`src/rtl/hcbd_pkg.sv`:
```
// shared types and constants for the chunked body decoder
// no dependencies; used by hcbd_parser, hcbd_queue and the top level
package hcbd_pkg;

  localparam int SIZE_WIDTH_DEFAULT  = 32;
  localparam int QUEUE_DEPTH_DEFAULT = 4;

  localparam logic [7:0] CHAR_CR   = 8'h0D;
  localparam logic [7:0] CHAR_LF   = 8'h0A;
  localparam logic [7:0] CHAR_SEMI = 8'h3B;
  localparam int         HEX_BITS  = 4;

  typedef enum logic [3:0] {
    PH_LEAD    = 4'd0,
    PH_DIGITS  = 4'd1,
    PH_TRAIL   = 4'd2,
    PH_IGNORE  = 4'd3,
    PH_DATA    = 4'd4,
    PH_WANT_CR = 4'd5,
    PH_WANT_LF = 4'd6,
    PH_DONE    = 4'd7
  } phase_t;

  typedef enum logic [1:0] {
    KIND_BYTE  = 2'd0,
    KIND_END   = 2'd1,
    KIND_ERROR = 2'd2
  } kind_t;

  typedef struct packed {
    kind_t      kind;
    logic [7:0] body;
  } result_t;

  function automatic logic is_ws(input logic [7:0] c);
    return (c == 8'h20) || (c >= 8'h09 && c <= 8'h0D);
  endfunction

  // bit 4 set when c is a hex digit, low nibble is its value
  function automatic logic [4:0] hex_decode(input logic [7:0] c);
    logic [4:0] r;
    r = 5'd0;
    if (c >= 8'h30 && c <= 8'h39) begin
      r = {1'b1, c[3:0]};
    end else if ((c >= 8'h61 && c <= 8'h66) || (c >= 8'h41 && c <= 8'h46)) begin
      r = {1'b1, c[3:0] + 4'd9};
    end
    return r;
  endfunction

endpackage

```
`src/rtl/http_chunked_body_decoder_top.sv`:
```
// top level of the chunked transfer body decoder
// depends on hcbd_pkg, hcbd_parser, hcbd_queue
//
// input channel: raw body bytes, one beat per byte, taken when push is high
//   and full is low; message_start marks the first byte of a new body and
//   restarts the parser before that byte is looked at
// result channel: queue style; while empty is low the oldest result sits on
//   result_kind / body_byte and leaves when pop is high
//   result_kind: body byte, end of body, or framing error
// throughput: one byte per cycle while full is low
// a result is written into the queue and is visible in the cycle after the byte that caused it
// many bytes (size lines, crlf, bytes after end or error) give no result
// the parser writes into a short result queue; when pop stays low the queue
//   fills and full rises, stalling input with no beat lost
// reset (rst, synchronous) empties the queue and puts the parser at the
//   start of a size line
module http_chunked_body_decoder_top import hcbd_pkg::*; #(
  parameter int SIZE_WIDTH  = SIZE_WIDTH_DEFAULT,
  parameter int QUEUE_DEPTH = QUEUE_DEPTH_DEFAULT
) (
  input  logic       clk,
  input  logic       rst,
  input  logic       push,
  output logic       full,
  input  logic [7:0] data_byte,
  input  logic       message_start,
  output logic       empty,
  input  logic       pop,
  output logic [1:0] result_kind,
  output logic [7:0] body_byte
);

  logic    accept;
  logic    emit;
  result_t parsed;
  result_t head;

  // a byte is taken only when the queue has room for its possible result
  assign accept = push && !full;

  hcbd_parser #(
    .SIZE_WIDTH(SIZE_WIDTH)
  ) u_parser (
    .clk          (clk),
    .rst          (rst),
    .accept       (accept),
    .data_byte    (data_byte),
    .message_start(message_start),
    .emit         (emit),
    .result       (parsed)
  );

  hcbd_queue #(
    .DEPTH(QUEUE_DEPTH)
  ) u_queue (
    .clk    (clk),
    .rst    (rst),
    .wr_en  (emit),
    .wr_data(parsed),
    .rd_en  (pop),
    .rd_data(head),
    .full   (full),
    .empty  (empty)
  );

  assign result_kind = head.kind;
  assign body_byte   = head.body;

`ifndef NO_ASSERTIONS
  // non-byte results carry a zero payload
  a_zero_body: assert property (@(posedge clk) disable iff (rst)
    (!empty && result_kind != KIND_BYTE) |-> body_byte == 8'd0)
    else $error("non-byte result with nonzero payload");
`endif

endmodule

```
`src/rtl/hcbd_parser.sv`:
```
// front part: parses each accepted byte and, where the byte gives one, forms its result
// depends on hcbd_pkg
module hcbd_parser import hcbd_pkg::*; #(
  parameter int SIZE_WIDTH = SIZE_WIDTH_DEFAULT
) (
  input  logic       clk,
  input  logic       rst,
  input  logic       accept,
  input  logic [7:0] data_byte,
  input  logic       message_start,
  output logic       emit,
  output result_t    result
);

  phase_t                  phase, phase_next;
  logic                    pending_cr, pending_cr_next;
  logic                    line_bad, line_bad_next;
  logic [SIZE_WIDTH-1:0]   line_size, line_size_next;
  logic [SIZE_WIDTH-1:0]   bytes_left, bytes_left_next;

  // state as seen by this byte, after an optional message restart
  phase_t                  cur_phase;
  logic                    cur_pcr, cur_bad;
  logic [SIZE_WIDTH-1:0]   cur_size, cur_left, left_dec;

  phase_t                  ph1;
  logic [4:0]              hx;
  logic                    is_cr, is_lf;

  assign cur_phase = message_start ? PH_LEAD : phase;
  assign cur_pcr   = message_start ? 1'b0 : pending_cr;
  assign cur_bad   = message_start ? 1'b0 : line_bad;
  assign cur_size  = message_start ? '0 : line_size;
  assign cur_left  = message_start ? '0 : bytes_left;
  assign left_dec  = (cur_left != '0) ? cur_left - 1'b1 : cur_left;
  assign is_cr     = (data_byte == CHAR_CR);
  assign is_lf     = (data_byte == CHAR_LF);
  assign hx        = hex_decode(data_byte);

  // a held cr not followed by lf acts as whitespace
  assign ph1 = (cur_pcr && !is_lf && cur_phase == PH_DIGITS && !cur_bad) ? PH_TRAIL
                                                                          : cur_phase;

  // next state
  always_comb begin
    phase_next      = cur_phase;
    pending_cr_next = cur_pcr;
    line_bad_next   = cur_bad;
    line_size_next  = cur_size;
    bytes_left_next = cur_left;
    unique case (cur_phase) inside
      PH_DONE: begin
      end
      PH_DATA: begin
        bytes_left_next = left_dec;
        if (left_dec == '0) phase_next = PH_WANT_CR;
      end
      PH_WANT_CR: begin
        phase_next = is_cr ? PH_WANT_LF : PH_DONE;
      end
      PH_WANT_LF: begin
        if (is_lf) begin
          phase_next      = PH_LEAD;
          pending_cr_next = 1'b0;
          line_bad_next   = 1'b0;
          line_size_next  = '0;
        end else begin
          phase_next = PH_DONE;
        end
      end
      PH_LEAD, PH_DIGITS, PH_TRAIL, PH_IGNORE: begin
        if (cur_pcr && is_lf) begin
          pending_cr_next = 1'b0;
          if (cur_bad || cur_phase == PH_LEAD || cur_size == '0) begin
            phase_next = PH_DONE;
          end else begin
            bytes_left_next = cur_size;
            phase_next      = PH_DATA;
          end
        end else begin
          phase_next      = ph1;
          pending_cr_next = 1'b0;
          if (is_cr) begin
            pending_cr_next = 1'b1;
          end else if (ph1 != PH_IGNORE && !cur_bad) begin
            if (data_byte == CHAR_SEMI) begin
              if (ph1 == PH_LEAD) line_bad_next = 1'b1;
              phase_next = PH_IGNORE;
            end else if (is_ws(data_byte)) begin
              if (ph1 == PH_DIGITS) phase_next = PH_TRAIL;
            end else if (!hx[4] || ph1 == PH_TRAIL) begin
              line_bad_next = 1'b1;
            end else if (cur_size[SIZE_WIDTH-1 -: HEX_BITS] != '0) begin
              line_bad_next = 1'b1;
            end else begin
              line_size_next = {cur_size[SIZE_WIDTH-HEX_BITS-1:0], hx[3:0]};
              phase_next     = PH_DIGITS;
            end
          end
        end
      end
      default: begin
        phase_next = PH_DONE;
      end
    endcase
  end

  // result for this byte
  always_comb begin
    emit        = 1'b0;
    result.kind = KIND_BYTE;
    result.body = 8'd0;
    unique case (cur_phase) inside
      PH_DONE: begin
      end
      PH_DATA: begin
        emit        = accept;
        result.body = data_byte;
      end
      PH_WANT_CR: begin
        emit        = accept && !is_cr;
        result.kind = KIND_ERROR;
      end
      PH_WANT_LF: begin
        emit        = accept && !is_lf;
        result.kind = KIND_ERROR;
      end
      PH_LEAD, PH_DIGITS, PH_TRAIL, PH_IGNORE: begin
        // a good nonzero size line opens a chunk and gives no result
        emit = accept && cur_pcr && is_lf &&
               (cur_bad || cur_phase == PH_LEAD || cur_size == '0);
        if (cur_bad || cur_phase == PH_LEAD) begin
          result.kind = KIND_ERROR;
        end else begin
          result.kind = KIND_END;
        end
      end
      default: begin
      end
    endcase
  end

  always_ff @(posedge clk) begin
    if (rst) begin
      phase      <= PH_LEAD;
      pending_cr <= 1'b0;
      line_bad   <= 1'b0;
      line_size  <= '0;
      bytes_left <= '0;
    end else if (accept) begin
      phase      <= phase_next;
      pending_cr <= pending_cr_next;
      line_bad   <= line_bad_next;
      line_size  <= line_size_next;
      bytes_left <= bytes_left_next;
    end
  end

`ifndef NO_ASSERTIONS
  // once finished, only a message restart leaves the done phase
  a_done_sticky: assert property (@(posedge clk) disable iff (rst)
    (phase == PH_DONE && !(accept && message_start)) |=> phase == PH_DONE)
    else $error("parser left done phase without message start");

  // chunk data phase always has bytes to pass
  a_data_nonzero: assert property (@(posedge clk) disable iff (rst)
    phase == PH_DATA |-> bytes_left != '0)
    else $error("data phase with zero bytes left");
`endif

endmodule

```
`src/rtl/hcbd_queue.sv`:
```
// result queue between the parser and the pop side
// depends on hcbd_pkg
module hcbd_queue import hcbd_pkg::*; #(
  parameter int DEPTH = QUEUE_DEPTH_DEFAULT
) (
  input  logic    clk,
  input  logic    rst,
  input  logic    wr_en,
  input  result_t wr_data,
  input  logic    rd_en,
  output result_t rd_data,
  output logic    full,
  output logic    empty
);

  localparam int PW = (DEPTH > 1) ? $clog2(DEPTH) : 1;
  localparam int CW = $clog2(DEPTH + 1);
  localparam logic [PW-1:0] LAST = PW'(DEPTH - 1);
  localparam logic [CW-1:0] FULL_COUNT = CW'(DEPTH);

  result_t         slots [DEPTH];
  logic [PW-1:0]   wr_ptr, rd_ptr;
  logic [CW-1:0]   count;
  logic            do_wr, do_rd;

  assign full    = (count == FULL_COUNT);
  assign empty   = (count == '0);
  assign do_wr   = wr_en && !full;
  assign do_rd   = rd_en && !empty;
  assign rd_data = slots[rd_ptr];

  always_ff @(posedge clk) begin
    if (do_wr) slots[wr_ptr] <= wr_data;
  end

  always_ff @(posedge clk) begin
    if (rst) begin
      wr_ptr <= '0;
      rd_ptr <= '0;
      count  <= '0;
    end else begin
      if (do_wr) wr_ptr <= (wr_ptr == LAST) ? '0 : wr_ptr + 1'b1;
      if (do_rd) rd_ptr <= (rd_ptr == LAST) ? '0 : rd_ptr + 1'b1;
      if (do_wr && !do_rd) count <= count + 1'b1;
      else if (do_rd && !do_wr) count <= count - 1'b1;
    end
  end

`ifndef NO_ASSERTIONS
  a_count_bound: assert property (@(posedge clk) disable iff (rst)
    count <= FULL_COUNT)
    else $error("queue count past depth");

  a_no_overflow: assert property (@(posedge clk) disable iff (rst)
    wr_en |-> !full)
    else $error("result written while queue full");
`endif

endmodule
```
`config.mk`:
```
export PLATFORM = sky130hd
export DESIGN_NAME = http_chunked_body_decoder_top
export DESIGN_NICKNAME = d
export VERILOG_FILES = /design/src/rtl/hcbd_pkg.sv /design/src/rtl/http_chunked_body_decoder_top.sv /design/src/rtl/hcbd_parser.sv /design/src/rtl/hcbd_queue.sv
export SDC_FILE = /design/constraint.sdc
export NUM_CORES = 1
export LEC_CHECK = 0
export ABC_AREA = 1
export BUFFER_PORTS_ARGS = -buffer_cell sky130_fd_sc_hd__buf_2
export CAP_MARGIN = 20
export CORE_MARGIN = 4
export CORE_UTILIZATION = 40
export DETAILED_ROUTE_END_ITERATION = 10
export GPL_TIMING_DRIVEN = 1
export PLACE_DENSITY_LB_ADDON = 0.15
export SETUP_SLACK_MARGIN = 0.4
export SYNTH_ARGS = -nofsm -noshare
export SYNTH_HDL_FRONTEND = slang
export SYNTH_SLANG_ARGS = --single-unit
```
`constraint.sdc`:
```
create_clock -name clk -period 2.4 [get_ports clk]
set_clock_uncertainty 0.05 [all_clocks]
set_input_delay 0 -clock clk [delete_from_list [all_inputs] [get_ports clk]]
set_output_delay 0 -clock clk [all_outputs]
set_load 0.005 [all_outputs]
```
======== Word level (Yosys, flattened, before mapping) ========
Memory sizes are Yosys's and may differ from the RTL's. A register that Yosys moved wholly into a read port is not among the register bits.
Cells that the tools add are included.
word-level totals
  memory bits (writable) .................. 40
  bits in registers ....................... 77
  memories ................................ 1
  output and inout bits ................... 12
  word-level logic and storage cells ...... 142
  input bits .............................. 13
memories
  name           words  width  rd ports  clocked after memory_dff  write ports  RTL line          text
  u_queue.slots  4      10     1         1                         1            hcbd_queue.sv:21  result_t slots [DEPTH];
operators by class
  mux-type cells .......................... 60
  magnitude comparators ................... 8
  reduce and logical (&&, ||, !) cells .... 42
  equal/unequal tests ..................... 17
  add/subtract/negate cells ............... 6
operators with widths
  kind                                                                               number
  32-bit 2-to-1 mux                                                                  13
  32-bit case mux with 2 select lines                                                2
  32-bit zero test                                                                   2
  4-bit 2-to-1 mux                                                                   11
  32-bit nonzero test                                                                1
  32-bit by 1-bit subtractor with 32-bit output (second input constant)              1
  4-bit case mux with 5 select lines                                                 1
  1-bit logical AND                                                                  19
  1-bit 2-to-1 mux                                                                   17
  4-bit by 3-bit equality test with 1-bit output (second input constant)             4
  8-bit by 4-bit equality test with 1-bit output (second input constant)             2
  8-bit by 6-bit equality test with 1-bit output (second input constant)             2
  8-bit by 7-bit >= comparator with 1-bit output (second input constant)             2
  8-bit by 7-bit less-or-equal comparator with 1-bit output (second input constant)  2
  4-bit by 2-bit equality test with 1-bit output (second input constant)             3
  2-bit 2-to-1 mux                                                                   6
  5-bit 2-to-1 mux                                                                   2
  3-bit 2-to-1 mux                                                                   3
  4-bit by 1-bit equality test with 1-bit output (second input constant)             2
  8-bit by 4-bit >= comparator with 1-bit output (second input constant)             1
  8-bit by 6-bit >= comparator with 1-bit output (second input constant)             1
  8-bit by 4-bit less-or-equal comparator with 1-bit output (second input constant)  1
  8-bit by 6-bit less-or-equal comparator with 1-bit output (second input constant)  1
  1-bit zero test                                                                    8
  other kinds (18)                                                                   26

======== Longest topological paths before layout ========
Gate-level depths: netlist of the first run.
  depth after elaboration ................. 15
  depth in mapped cells ................... 19
  depth with buffers taken out ............ 18

======== Hierarchy ========
Synthesis of the first run repeated with hierarchy kept, for this count alone.
second synthesis, totals
  cells, all modules ...................... 1,357
  area total of the unflattened synthesis .. 8,429.3 um^2
modules (own cells, without submodules)
  module                         cells an instance  area each (um^2)  seq. area each (um^2)  instances
  hcbd_parser                    1,187              6,428.7           1,401.3                1
  hcbd_queue                     168                1,990.7           1,381.3                1
  http_chunked_body_decoder_top  2                  10.0              0.0                    1

======== Least setup slack after synthesis of the first run ========
No wires, ideal clock.
  path type ............................... register to register
  from .................................... register u_parser.line_size[31]
  to ...................................... register u_queue.count[2]
  data required time ...................... 2.280 ns
  path slack .............................. -0.222 ns
  buffers on the path ..................... 0
  cell stages (with the launch flop) ...... 19
  data arrival time ....................... 2.503 ns
  period minus slack after synthesis ...... 2.622 ns
  library setup time ...................... 0.070 ns
  cell sequence ........................... dfxtp_1 > inv_1 > nor2_1 > inv_1 > nand4_2 > nor4_1 > nand2_1 > nand2_2 > nand2_1 > nand4_1 > nand2_1 > inv_1 > ha_1 > inv_1 > fa_1 > o21ai_0 > a21o_1 > o21ai_0 > a21oi_1
on the way
  word-level cells in the longest chain between the ends .. 9
  elaborated cells between the ends (all ways) .. 11
  classes of those cells .................. mux (3); reduce/logical (8)
ends and longest elaborated chain
  what                                    RTL line            text
  start, declared                         hcbd_parser.sv:18   logic [SIZE_WIDTH-1:0] line_size, line_size_next;
  start signal, assigned                  hcbd_parser.sv:154  line_size <= line_size_next;
  32-bit 2-to-1 mux (*)                   hcbd_parser.sv:33   assign cur_size = message_start ? '0 : line_size;
  32-bit zero test (*)                    hcbd_parser.sv:131  (cur_bad || cur_phase == PH_LEAD || cur_size == '0);
  1-bit logical OR (*)                    hcbd_parser.sv:131
  1-bit logical AND (*)                   hcbd_parser.sv:130  emit = accept && cur_pcr && is_lf &&
  1-bit case mux with 4 select lines (*)  hcbd_parser.sv:113  unique case (cur_phase) inside
  1-bit logical AND (*)                   hcbd_queue.sv:28    assign do_wr = wr_en && !full;
  named net u_queue.do_wr                 hcbd_queue.sv:24    logic do_wr, do_rd;
  1-bit zero test                         hcbd_queue.sv:45    else if (do_rd && !do_wr) count <= count - 1'b1;
  1-bit logical AND                       hcbd_queue.sv:45
  2-bit nonzero test (no line)            --
  end signal, assigned                    hcbd_queue.sv:44    if (do_wr && !do_rd) count <= count + 1'b1;
  end signal, assigned                    hcbd_queue.sv:45
  end, declared                           hcbd_queue.sv:23    logic [CW-1:0] count;
The timed path passes the listed nets; every way through them passes the cells marked *.
A chain may end at the register's enable or synchronous reset.

======== Worst setup path after layout of the first run ========
  from .................................... register u_parser.line_size[30]
  to ...................................... register u_parser.bytes_left[20]
on the way
  word-level cells in the longest chain between the ends .. 6
ends and longest elaborated chain
  what                                 RTL line            text
  32-bit 2-to-1 mux                    hcbd_parser.sv:33
  32-bit zero test                     hcbd_parser.sv:74   if (cur_bad || cur_phase == PH_LEAD || cur_size == '0) begin
  1-bit logical OR                     hcbd_parser.sv:74
  32-bit 2-to-1 mux                    hcbd_parser.sv:74
  32-bit 2-to-1 mux                    hcbd_parser.sv:72   if (cur_pcr && is_lf) begin
  32-bit case mux with 2 select lines  hcbd_parser.sv:51   unique case (cur_phase) inside
  end signal, assigned                 hcbd_parser.sv:155  bytes_left <= bytes_left_next;
  end, declared                        hcbd_parser.sv:19   logic [SIZE_WIDTH-1:0] bytes_left, bytes_left_next;
No other way between the ends.

==> results of run 1 <==
metal layers:
metal | GRT usage [%] | up-vias | share of wire (%) | routed length, µm
met3 | 4.25 | 78 | 5.8 | 1710
met1 | 34.3 | 4418 | 45 | 13300
li1 | - | 4655 | - | -
met4 | 7.75 | 0 | 3.2 | 935
met5 | 0 | - | 0 | 0
met2 | 38.4 | 348 | 46 | 13500
kinds of logic (layout without fill, tap and decap cells):
logic type,Yosys count,after routing
buf+inv,236,446
simple gates,655,655
flops,119,119
xor+xnor,5,5
compound gates,269,269
fa+ha+maj,11,11
through the flow:
| step | TNS [ps] | cell area (µm²) | cells |
|---|---|---|---|
| finish | -525 | 12100 | 1770 |
| global route | -1710 | 12100 | 1770 |
| CTS | -149 | 11000 | 1743 |
| detailed placement | -877 | 9630 | 1673 |
| global placement | -609 | 9630 | 1673 |
| floorplan | 0 | 8200 | 1295 |
sequential cells by signal, indices dropped and copies added, names as in the netlist, named ones only:
| name | cells |
|---|---|
| u_queue.slots | 40 |
| u_parser.phase | 4 |
| u_queue.wr_ptr | 2 |
| u_queue.count | 3 |
| u_parser.line_bad | 1 |
| u_parser.bytes_left | 32 |
| u_queue.rd_ptr | 2 |
| u_parser.pending_cr | 1 |
| u_parser.line_size | 32 |
final timing paths:
check	end	slack, ps	cells past startpoint
max	u_parser.bytes_left[20]	-110	22
min	u_parser.line_size[0]	40	6
max reg2reg	u_parser.bytes_left[20]	-110	22
min reg2reg	u_queue.count[0]	450	1
layout make-up:
type                    instances  area [µm²]  share of cell area (%)
clock inverters                15         176                    1.45
repair buffers                241        2230                    18.4
multi-input cells             940        5480                    45.2
well taps                     265         332                    2.73
inverters                     173         667                    5.50
flip-flops and latches        119        2820                    23.2
clock buffers                  17         425                    3.51
cell usage in the layout, fill, tap and decap left out, types with 4 or more instances in the layout:
master | Yosys | routed
dlygate4sd3_1 | 0 | 4
inv_1 | 162 | 147
buf_4 | 6 | 154
dfxtp_2 | 0 | 24
o21ai_0 | 102 | 75
nand2_4 | 1 | 19
inv_6 | 0 | 6
nand3_1 | 74 | 44
a21oi_2 | 1 | 20
edfxtp_1 | 40 | 40
nor4_2 | 0 | 4
xor2_1 | 5 | 5
o211ai_1 | 16 | 16
nor2_2 | 7 | 28
ha_1 | 10 | 9
buf_2 | 11 | 24
clkbuf_16 | 0 | 24
nand2_2 | 4 | 53
nand4_1 | 40 | 40
a31oi_1 | 9 | 9
o21ai_4 | 0 | 4
o21ai_2 | 2 | 20
a21oi_1 | 109 | 77
nand2_1 | 331 | 263
o21ai_1 | 10 | 15
buf_6 | 6 | 34
nor2_4 | 1 | 18
nor2_1 | 174 | 136
dfxtp_1 | 79 | 54
nand3_2 | 1 | 29
o22ai_1 | 12 | 12
a21oi_4 | 0 | 13
buf_12 | 0 | 15
inv_2 | 10 | 23
nor3_1 | 7 | 5
inv_8 | 0 | 4
where the power goes:
part           switching [mW]  total (mW)  internal [mW]  leakage (nW)
Clock                    1.15        2.64           1.49         0.293
Combinational            2.90        4.94           2.04          4.39
Sequential              0.234        2.62           2.39          1.03
critical path: stages (launching register included):
cell     delay (ps)
dfxtp_2         320
inv_1            40
nor2_1          140
inv_1           110
nand4_4         100
nor4_4           50
nand2_2          90
nand2_2          60
buf_4           140
buf_6           110
buf_6           100
buf_6           100
buf_6           110
buf_6           100
buf_6           100
buf_6           100
buf_6           130
nand2_1          50
nand3_1          80
a21oi_2         130
nand2_1          90
nand2_1          80
inv_1            30
timing repair:
item,4_1_cts,5_1_grt
gates resized for setup,135,230
endpoints found under the setup margin,109,113
gates cloned,3,9
pin swaps,39,92
setup buffers,31,18
hold endpoints to repair,16,0
hold buffers,4,0
==> flow_metrics.tcl, run 1 <==
set metrics [dict create \
    period_needed_ps 2510 \
    fp-row-count 51 \
    tightest_slew_ps 691 \
    fillCellCount 1758 \
    hold_viol 0 \
    cts_tree "yes" \
    io_buffers 24 \
    pre_cts_ws_ps -222 \
    grt_pass1_wl_um 43600 \
    finalNetCount 1516 \
    coreArea_um2 19800 \
    period_share_pct 105 \
    hp-start "data_byte[0]" \
    drive_above_1_share_pct 36.1 \
    maxCapViolCount 0 \
    cts-htree-levels 4 \
    crit_path_start "u_parser.line_size[30]" \
    synth_top_area_share_pct 19.4 \
    maxSlewViolCount 0 \
    ant_nets 0 \
    worst_hold_slack_ps 35.7 \
    place_congestion 0.949 \
    hold_path.class "in2reg" \
    clock_tree.root_cell "clkbuf_16" \
    yosys-top-cells-count "nand2_1 (331), nor2_1 (174), inv_1 (162), a21oi_1 (109), o21ai_0 (102)" \
    worst_setup_path_end_kind "register" \
    syn_inst 1295 \
    drc 0 \
    ys_ff_latch 119 \
    fmax_mhz 398 \
    synth_ff_type "dfxtp_1" \
    yosysSeqAreaShare_pct 34.1 \
    track_usage_pct 24.5 \
    synth_xor_area_share_pct 0.537 \
    crit_type "reg2reg" \
    synth_top_cell_by_area "dfxtp_1" \
    irDropWorstVdd_mv 0.543 \
    cp.arrival_ps 2800 \
    diodes 0 \
    area_growth_pct 48.7 \
    yosysMostFrequentCell "nand2_1" \
    die_w_um 151 \
    fin_ws_ps -110 \
    dieHeight_um 151 \
    grt_max_degree 83 \
    synthSimpleGateAreaFrac_pct 33.9 \
    vias_per_cell 5.37 \
    drt_first_pass_iters 5 \
    initial_core_util_pct 41.2 \
    clk_pin_slew_ps 70 \
    synth_top_family_by_area "simple AND/OR/NAND/NOR gates" \
    clkLatencyLatePin_ps 440 \
    synthTopCellsByArea "dfxtp_1 (19%), nand2_1 (15%), edfxtp_1 (15%)" \
    rsz0062_at_grt "yes" \
    synth-compound-area-share_pct 17.8 \
    wl_per_cell_um 16.6 \
    grt_overflow 0 \
    cts.path.max_buffers 2 \
    critPathMaxFanout 5 \
    synth.net_count 1319 \
    cts_buffers 17 \
    netlist_area_um2 8160 \
    synthArstFlopShare_pct 0 \
    die-area_um2 22700 \
    p_leak_nw 5.71 \
    synthDistinctLibCells 43 \
    p_per_area_nw_per_um2 841 \
    ios 25 \
    postLayoutCoreUtil_pct 61.3 \
    outcome "complete, but fails checks" \
    cts_num_sinks 119 \
    syn_avg_cell_area_um2 6.30 \
    relSlewSlack_pct 54.0 \
    drt_wl_total_um 29500 \
    cp-start-kind "register" \
    antenna_found_initial 0 \
    vias 9499 \
    violations "setup timing" \
    finalSetupViolCount 7 \
    power_mw 10.2 \
    drt_iter0_drc 903 \
    synth_edf_count 40 \
    crit_required_ps 2690 \
    synthMuxAreaShare_pct 0 \
    detailed_place_hpwl_um 18700 \
    r2r_start "u_parser.line_size[30]" \
    grt_pass1_vias 8495 \
    synthAdderAreaFrac_pct 1.78 \
    yosys_warnings 0 \
]
Power figures use the tool's default switching activity.
==> inputs of run 2 (changes only) <==
- HOLD_SLACK_MARGIN: default -> 0.12
==> flow_metrics.tcl, run 2 (same netlist as run 1, synthesis figures left out) <==
set metrics [dict create \
    clk_pin_slew_ps 70 \
    crit_top_cell "buf_6" \
    worst_hold_slack_ps 138 \
    crit_type "reg2reg" \
    cts_num_sinks 119 \
    irDropWorstVdd_mv 0.560 \
    hp-start "data_byte[3]" \
    crit-reg2reg-capture "u_parser.bytes_left[20]" \
    crit_required_ps 2690 \
    place_congestion 0.949 \
    dpl_cell_area_um2 9630 \
    die-area_um2 22700 \
    outcome "complete, but fails checks" \
    dieHeight_um 151 \
    vias 9578 \
    path_cells "inv_1, nor2_1, inv_1, nand4_4, nor4_4, nand2_2, nand2_2, buf_4, buf_6, buf_6, buf_6, buf_6, buf_6, buf_6, buf_6, buf_6, nand2_1, nand3_1, a21oi_2, nand2_1, nand2_1, inv_1" \
    fmax_mhz 394 \
    drt_iter0_drc 830 \
    ant_nets 0 \
    fp-row-count 51 \
    period_needed_ps 2540 \
    diodes 0 \
    grt_overflow 0 \
    track_usage_pct 24.5 \
    final_cell_mix "nand2_1 (262), buf_4 (155), inv_1 (147)" \
    largest-register "u_queue.slots" \
    die_w_um 151 \
    final_common_cell "nand2_1" \
    p_per_area_nw_per_um2 835 \
    coreArea_um2 19800 \
    reg2regPathDepth 22 \
    reg_top3 "u_queue.slots (40), u_parser.bytes_left (32), u_parser.line_size (32)" \
    fin_ws_ps -139 \
    finalSetupViolCount 7 \
    clock_tree.root_cell "clkbuf_16" \
    relSlewSlack_pct 54.2 \
    antenna_found_initial 0 \
    drc 0 \
    cp-start-kind "register" \
    whs_path_depth 6 \
    io_buffers 24 \
    area_growth_pct 49.8 \
    grt_max_degree 83 \
    maxCapViolCount 0 \
    drt_wl_total_um 29700 \
    cts_tree "yes" \
    finalNetCount 1524 \
    cp.arrival_ps 2830 \
    initial_core_util_pct 41.2 \
    detailed_place_hpwl_um 18700 \
    r2r_start "u_parser.line_size[30]" \
    cts-htree-levels 4 \
    hold_viol 0 \
    fillCellCount 1744 \
    period_share_pct 106 \
    rsz0062_at_grt "yes" \
    ios 25 \
    critPathMaxStageDelay_ps 330 \
    largest_register_ffs 40 \
    violations "setup timing" \
    maxSlewViolCount 0 \
    clkLatencyLatePin_ps 440 \
    drt_first_pass_iters 5 \
    cts_buffers 17 \
    grt_pass1_wl_um 43700 \
    p_leak_nw 5.75 \
    grt_pass1_vias 8512 \
    cts.path.max_buffers 2 \
    drive_above_1_share_pct 36.2 \
    hold_end "u_parser.pending_cr" \
    fin_area_um2 12200 \
    worst_setup_path_end_kind "register" \
    critPathMaxFanout 5 \
    tightest_slew_ps 687 \
    r2r_slack_ps -140 \
    wl_per_cell_um 16.7 \
    crit_path_top_delay_cell "dfxtp_2" \
    hold_path.class "in2reg" \
    vias_per_cell 5.39 \
]
run 2: changes by cell type in the layout (fill, tap and decap cells not counted), sizes merged:
cell,change
buf,+1
dlygate4sd3,+6
dlymetal6s4s,+1
run 2: cell type report:
class	instances	area, µm²	share of cell area, %
sequential	119	2820	23.1
multi-input combinational	940	5490	44.9
timing repair buffer	249	2310	18.9
inverter	173	667	5.46
clock inverter	15	176	1.44
tap	265	332	2.71
clock buffer	17	425	3.48
run 2: worst max-delay path: cells and delay by family, from the launching register on:
family,cells,cell delay [ps]
compound gates,1,130
flops,1,330
buf+inv,12,1170
simple gates,9,750
run 2: per-stage QoR:
step                      utilization [%]  cells  TNS (ps)  setup WS [ps]  power (mW)
after floorplan                         -   1295         0           7.59        4.93
after global placement               48.7   1673      -609           -223        6.40
after detailed placement             48.7   1673      -877           -222        6.43
after CTS                            55.8   1750      -149           -119        9.52
after global routing                 61.7   1778     -1750           -320        10.8
final                                61.7   1778      -616           -139        10.2
run 2: worst max path at each step:
stage	from	endpoint
detailed placement	u_parser.line_size[6]	u_queue.count[2]
finish	u_parser.line_size[30]	u_parser.bytes_left[20]
CTS	u_parser.line_size[5]	u_queue.count[2]
global placement	u_parser.line_size[6]	u_queue.count[2]
floorplan	u_parser.line_size[2]	u_queue.count[2]
global route	u_parser.line_size[5]	u_queue.count[2]
run 2: routing by layer:
layer | wire [µm] | vias up | share of wire, % | track usage (%)
li1 | - | 4681 | - | -
met2 | 13600 | 350 | 46 | 38.7
met3 | 1750 | 79 | 5.9 | 4.25
met4 | 981 | 0 | 3.3 | 7.71
met5 | 0 | - | 0 | 0
met1 | 13300 | 4468 | 45 | 34.3
run 2: power by group:
| part | internal [mW] | switching, mW | leakage [nW] |
|---|---|---|---|
| Combinational | 2.05 | 2.90 | 4.43 |
| Sequential | 2.39 | 0.235 | 1.03 |
| Clock | 1.49 | 1.15 | 0.293 |
| Total | 5.92 | 4.28 | 5.75 |
run 2: timing repair:
action,4_1_cts,5_1_grt
setup buffers,31,19
endpoints found under the hold margin,49,0
hold buffers,11,0
endpoints found under the setup margin,109,113
cloned,3,9
pin swaps,39,91
gates resized for setup,135,234
